### src/sv/spcd_pkg.sv
// Shared constants and control types of the spectral peak cluster detector.
// Used by the channel interfaces, controller, datapath and top level.
`default_nettype none

package spcd_pkg;

  // Sizing
  localparam int MAX_BINS    = 1024;
  localparam int MAX_PEAKS   = 64;
  localparam int SAMPLE_BITS = 24;

  localparam int IN_W       = 24;                       // bin component field
  localparam int CFG_W      = 24;                       // configuration data
  localparam int CFG_IDX_W  = 2;                        // register index field
  localparam int FREQ_W     = 34;                       // peak frequency field
  localparam int SQ_W       = 2 * SAMPLE_BITS;
  localparam int MAG_W      = 2 * SAMPLE_BITS + 1;
  localparam int BIN_AW     = $clog2(MAX_BINS);
  localparam int CNT_W      = $clog2(MAX_BINS + 1);
  localparam int SUM_W      = 21;
  localparam int PROD_W     = SUM_W + CFG_W;
  localparam int GPROD_W    = BIN_AW + CFG_W;
  localparam int PEAK_CNT_W = $clog2(MAX_PEAKS + 1);
  localparam int DIV_CNT_W  = $clog2(PROD_W + 1);

  // Register map
  localparam logic [CFG_IDX_W-1:0] REG_BIN_SPACING = 2'd0;
  localparam logic [CFG_IDX_W-1:0] REG_MERGE_GAP   = 2'd1;

  localparam logic [CFG_W-1:0] BIN_SPACING_RST = 24'd6000;
  localparam logic [CFG_W-1:0] MERGE_GAP_RST   = 24'd1280;

  // Controller to datapath
  typedef struct packed {
    logic in_accept;
    logic scan_init;
    logic rd_issue;
    logic eval;
    logic skip;
    logic add_bin;
    logic mul;
    logic div_step;
    logic drop;
    logic pend_load;
    logic push_pend;
    logic push_last;
    logic push_nopeak;
    logic frame_clear;
  } cmd_t;

  // Datapath to controller
  typedef struct packed {
    logic pipe_empty;
    logic scan_end;
    logic sel;
    logic gap_hit;
    logic count_nz;
    logic div_last;
    logic peaks_full;
    logic pend_valid;
    logic out_free;
  } sts_t;

endpackage

`default_nettype wire

### src/sv/spcd_ctrl.sv
// Sequencer of the peak cluster detector: bin intake, store scan, cluster
// division and result hand-off. Depends on spcd_pkg; drives spcd_dp by cmd_t.
`default_nettype none

module spcd_ctrl (
  input  wire logic            clk,
  input  wire logic            rst_n,
  input  wire logic            in_valid,
  input  wire logic            in_last,
  output logic                 in_ready,
  input  wire spcd_pkg::sts_t  sts,
  output spcd_pkg::cmd_t       cmd
);
  import spcd_pkg::*;

  typedef enum logic [8:0] {
    S_LOAD  = 9'b000000001,
    S_DRAIN = 9'b000000010,
    S_READ  = 9'b000000100,
    S_WAIT  = 9'b000001000,
    S_TEST  = 9'b000010000,
    S_MUL   = 9'b000100000,
    S_DIV   = 9'b001000000,
    S_EMIT  = 9'b010000000,
    S_LAST  = 9'b100000000
  } state_t;

  state_t state_r, state_nxt;
  logic   fin_r, fin_nxt;
  logic   emit_done;

  always_ff @(posedge clk) begin
    if (!rst_n) begin
      state_r <= S_LOAD;
      fin_r   <= 1'b0;
    end else begin
      state_r <= state_nxt;
      fin_r   <= fin_nxt;
    end
  end

  always_comb begin
    state_nxt = state_r;
    fin_nxt   = fin_r;
    cmd       = '0;
    in_ready  = 1'b0;
    emit_done = 1'b0;
    case (state_r)
      S_LOAD: begin
        in_ready      = 1'b1;
        cmd.in_accept = in_valid;
        if (in_valid && in_last) begin
          state_nxt = S_DRAIN;
        end
      end
      S_DRAIN: begin
        // wait for the squaring pipeline to land its last write
        if (sts.pipe_empty) begin
          cmd.scan_init = 1'b1;
          state_nxt     = S_READ;
        end
      end
      S_READ: begin
        if (sts.scan_end) begin
          fin_nxt   = 1'b1;
          state_nxt = sts.count_nz ? S_MUL : S_LAST;
        end else begin
          cmd.rd_issue = 1'b1;
          state_nxt    = S_WAIT;
        end
      end
      S_WAIT: begin
        cmd.eval  = 1'b1;
        state_nxt = S_TEST;
      end
      S_TEST: begin
        if (!sts.sel) begin
          cmd.skip  = 1'b1;
          state_nxt = S_READ;
        end else if (sts.count_nz && sts.gap_hit) begin
          // close the open cluster; this bin starts the next one after emit
          state_nxt = S_MUL;
        end else begin
          cmd.add_bin = 1'b1;
          state_nxt   = S_READ;
        end
      end
      S_MUL: begin
        cmd.mul   = 1'b1;
        state_nxt = S_DIV;
      end
      S_DIV: begin
        cmd.div_step = 1'b1;
        if (sts.div_last) begin
          state_nxt = S_EMIT;
        end
      end
      S_EMIT: begin
        if (sts.peaks_full) begin
          cmd.drop  = 1'b1;
          emit_done = 1'b1;
        end else if (!sts.pend_valid) begin
          cmd.pend_load = 1'b1;
          emit_done     = 1'b1;
        end else if (sts.out_free) begin
          // hand the held result on, hold the new one until its successor shows
          cmd.push_pend = 1'b1;
          cmd.pend_load = 1'b1;
          emit_done     = 1'b1;
        end
        if (emit_done) begin
          if (fin_r) begin
            state_nxt = S_LAST;
          end else begin
            cmd.add_bin = 1'b1;
            state_nxt   = S_READ;
          end
        end
      end
      S_LAST: begin
        if (sts.out_free) begin
          if (sts.pend_valid) begin
            cmd.push_pend = 1'b1;
            cmd.push_last = 1'b1;
          end else begin
            cmd.push_nopeak = 1'b1;
          end
          cmd.frame_clear = 1'b1;
          fin_nxt         = 1'b0;
          state_nxt       = S_LOAD;
        end
      end
      default: begin
        state_nxt = S_LOAD;
        fin_nxt   = 1'b0;
      end
    endcase
  end

endmodule

`default_nettype wire

### config.mk
export PLATFORM = sky130hd
export DESIGN_NAME = spcd_ctrl
export DESIGN_NICKNAME = d
export VERILOG_FILES = /design/src/sv/spcd_pkg.sv /design/src/sv/spcd_ctrl.sv
export SDC_FILE = /design/constraint.sdc
export NUM_CORES = 1
export LEC_CHECK = 0
export BUFFER_PORTS_ARGS = -buffer_cell sky130_fd_sc_hd__buf_2
export CAP_MARGIN = 10
export CORE_MARGIN = 10
export CORE_UTILIZATION = 30
export CTS_CLUSTER_SIZE = 30
export DETAILED_ROUTE_END_ITERATION = 7
export MAX_ROUTING_LAYER = met4
export PLACE_DENSITY = 0.51
export SYNTH_ARGS = -nofsm -noshare
export SYNTH_HDL_FRONTEND = slang
export SYNTH_SLANG_ARGS = --single-unit
### constraint.sdc
create_clock -name clk -period 4.1 [get_ports clk]
set_input_delay 0.82 -clock clk [delete_from_list [all_inputs] [get_ports clk]]
set_output_delay 0.82 -clock clk [all_outputs]
set_load 0.05 [all_outputs]
* After elaboration in Yosys (flattened, before gate mapping)
Cells that the tools add are included.
** Word-level totals
- Register bits :: 10
- Input port bits :: 13
- Output and inout bits :: 15
- Logic and storage cells :: 68
** Cells by class
- Eq/ne operators :: 15
- Muxes and demuxes :: 45
- Bitwise operators :: 1
- Reductions and logical operators :: 5
** Operators with widths (count)
- 9-bit two-way mux :: 9
- 9-bit one-hot mux with 9 select lines :: 1
- 1-bit two-way mux :: 25
- 2-bit != test, second input constant :: 6
- 9-bit by 1-bit equality test with 1-bit output, second input constant :: 1
- 9-bit by 2-bit equality test with 1-bit output, second input constant :: 1
- 9-bit by 3-bit equality test with 1-bit output, second input constant :: 1
- 9-bit by 4-bit equality test with 1-bit output, second input constant :: 1
- 9-bit by 5-bit equality test with 1-bit output, second input constant :: 1
- 9-bit by 6-bit equality test with 1-bit output, second input constant :: 1
- 9-bit by 7-bit equality test with 1-bit output, second input constant :: 1
- 9-bit by 8-bit equality test with 1-bit output, second input constant :: 1
- 9-bit equality test, second input constant :: 1
- 2-bit two-way mux :: 4
- 7-bit OR reduction :: 1
- 6-bit two-way mux :: 1
- 5-bit AND reduction :: 1
- 4-bit two-way mux :: 1
- 1-bit one-hot mux with 2 select lines :: 2
- 3-bit two-way mux :: 1
- 1-bit one-hot mux with 3 select lines :: 1
- 3-bit AND reduction :: 1
- 1-bit logical AND :: 2
- 1-bit inverter :: 1

* Longest topological paths before layout
- Depth in word-level cells :: 6
- Depth in mapped cells :: 6
- Mapped depth without buffers :: 5

* Least setup slack after synthesis
No wires, ideal clock.
- Kind :: reg2out
- From :: register state_r[2]
- To :: output cmd[7] (netlist name)
- Data arrival time :: 2581 ps
- Required time :: 3280 ps
- Slack :: 699 ps
- Cell stages (with the launch flop) :: 5
- Path buffers :: 1
- Cell sequence :: dfxtp_1 -> buf_2 -> nor4_2 -> nand2_1 -> nor4b_1
** RTL lines
- start, declared :: line spcd_ctrl.sv:28 : state_t state_r, state_nxt;
- start signal, assigned :: line spcd_ctrl.sv:37 : state_r <= state_nxt;
- end, declared :: line spcd_ctrl.sv:12 : output spcd_pkg::cmd_t cmd

==> qor.txt <==
status: finished clean
top area cells in the synthesized netlist: sky130_fd_sc_hd__dfxtp_1 24%, sky130_fd_sc_hd__nor2_1 4.5%, sky130_fd_sc_hd__nor4_2 4.5%
mean number of vias per cell: 5.622
maximum number of pins on one net before global-route repair: 13
Post-Syn Nets: 118
clock skew after layout: 0.003425 ns
Post-Synthesis Cells: 105
Synthesis Warnings: 0
final worst path period need: 2.866 ns
data arrival time of the critical path: 2.05 ns
cts bufs inserted: 3
final slew viol count: 0
post-synthesis sequential area ratio: 0.2406
Tightest Pin Transition: 0.7334 ns
initial drt markers: 58
Non-Filler Instances: 164
number of storage elements in the synthesis netlist: 10
number of iterations in the first detailed-routing pass: 4
Max Cap Violations: 0
die extent in x: 72.67 um
Post-Synthesis Mean Instance Area: 7.924 sq um
Fmax achieved: 0.3489 GHz
vertical die dimension: 72.67 um
commonest non-fill, non-tap cells in the layout: 27 x sky130_fd_sc_hd__buf_2, 10 x sky130_fd_sc_hd__nor2_1, 10 x sky130_fd_sc_hd__dfxtp_1, 9 x sky130_fd_sc_hd__nand2_1
setup TNS: 0 ns
final setup violation count: 0
grt total ovfl: 0
leading cell type in the layout, fill and taps excluded: sky130_fd_sc_hd__buf_2
Post-route DRC: 0
peak supply drop: 282.6 uV
H-tree depth reported by CTS: 1
CTS clk-pin slew, worst paths: 0.07 ns
number of vias after detailed routing: 922
distinct cell type count of the synthesized netlist: 41
Fillers: 309
global-route wire length before repair: 4119 um
number of setup buffers added after CTS: 0
insertion delay of the later-clocked pin in the worst-skew pair: 0.27 ns
sum of net half-perimeters after detailed placement: 2068 um
portion of synthesized cell area occupied by the leading cell type: 0.2406
dominant register cell in the synthesized netlist: sky130_fd_sc_hd__dfxtp_1
GP Congestion: 0.9507
leading area contributor after synthesis: sky130_fd_sc_hd__dfxtp_1
number of flops mapped to enable cells by yosys: 0
Final Hold Viols: 0
required time of the critical path: 3.28 ns
starting density of the core: 0.3070
number of antenna violations at the first check in global routing: 0
launching element type of the critical path: register
minimum setup slack in the final design: 1.234 ns
headroom to the max-slew limit: 0.5042
NumNets Final: 147
share of the clock period used by the worst path: 0.6991
TritonCTS clock tree: yes
wirelength, routed: 2546 um
highest fanout seen on the critical path: 12
Static Leak: 0.4487 nW
areal power density over the cells: 456.0 nW/um^2
Cells after DPL: 160
placeable core area: 2710 sq um
area added between synthesis and finish: 21.65%
cell at the root of the clock tree: sky130_fd_sc_hd__clkbuf_4
average routed wire per standard cell: 15.52 um
worst slack at placement: 1.327 ns
clock net sink count: 10
fraction of layout cells with a size suffix above 1: 0.3158
Placement Rows: 19
Syn Std Cell Area: 832.0 sq um
Synth async-reset ratio: 0
class of the most critical hold timing path: register to register
CP endpoint kind: output port
number of top-level design ports: 28
ANT nets after route: 0
number of buffers on the longest clock path: 2
quantity of I/O buffers inserted on ports: 27
number of global-route vias before repair: 896
setup repair after global routing missed its margin: no
floorplan die area: 5280 sq um
overall fraction of global-route tracks in use: 0.09921
WS Path Type: register to output port
antenna diode instance count: 0
Post-CTS Hold Fix Bufs: 0
post-cts gate resize count: 0
[worst max-delay path, stage by stage (launching register included)]
cell and delay (ns):
sky130_fd_sc_hd__dfxtp_1 0.47, sky130_fd_sc_hd__nor4_2 0.66, sky130_fd_sc_hd__nand3_1 0.27, sky130_fd_sc_hd__inv_1 0.10, sky130_fd_sc_hd__buf_2 0.26
[routing by layer]
layer	routed length, um	vias to the layer above	track usage
met3	224	11	0.03810
li1	-	454	-
met5	0	-	-
met4	78	0	0.05274
met1	1084	419	0.1038
met2	1159	38	0.1580
[registers in the layout (all words and copies together), names as in the netlist]
signal,count
fin_r,1
state_r,9
[stage by stage]
step	instance area [sq um]	power, mW	hold WS, ns	utilization
detailed placement	975.9	0.3734	0.5643	0.3601
CTS	1012	0.4624	0.5875	0.3735
global placement	975.9	0.3740	0.5662	0.3601
global route	1012	0.4917	0.6142	0.3735
finish	1012	0.4616	0.5842	0.3735
floorplan	832.0	0.3219	0.5195	-
[worst paths after layout]
path	startpoint	end	slack, ns	depth (start not counted)
setup / recovery	state_r[8]	cmd[10]	1.23	4
hold / removal	fin_r	fin_r	0.58	1
setup reg to reg	state_r[8]	state_r[7]	2.12	4
hold reg to reg	fin_r	fin_r	0.58	1
[cell type report]
type | count | area (sq um) | share of cell area
timing repair buffer | 27 | 135.1 | 0.1335
inverter | 6 | 22.52 | 0.02225
sequential | 10 | 200.2 | 0.1978
tap | 31 | 38.79 | 0.03832
multi-input combinational | 86 | 579.3 | 0.5723
clock buffer | 4 | 36.28 | 0.03585
[where the power goes]
group | leakage (nW) | switching, mW | internal [mW]
Combinational | 0.347 | 0.149 | 0.0851
Clock | 0.0210 | 0.0352 | 0.0540
Sequential | 0.0811 | 0.0287 | 0.109
[cell families after synthesis]
logic type	synth area share
simple gates	0.4602
compound gates	0.2015
flops	0.2406
buf+inv	0.06315
mux	0.02406
xor+xnor	0.01053
[Yosys cell counts, drive strengths merged, types with 2 or more instances]
library cell and instances:
a21oi 6, a31oi 3, and2 3, and3 5
buf 2, dfxtp 10, inv 6, mux2i 2
nand2 10, nand2b 2, nand3 4, nand4 2
nor2 10, nor3 5, nor3b 3, nor4 5
nor4b 3, o21a 3, o21ai 3, or3b 2
or4b 2
(Power assumes the default switching activity.)
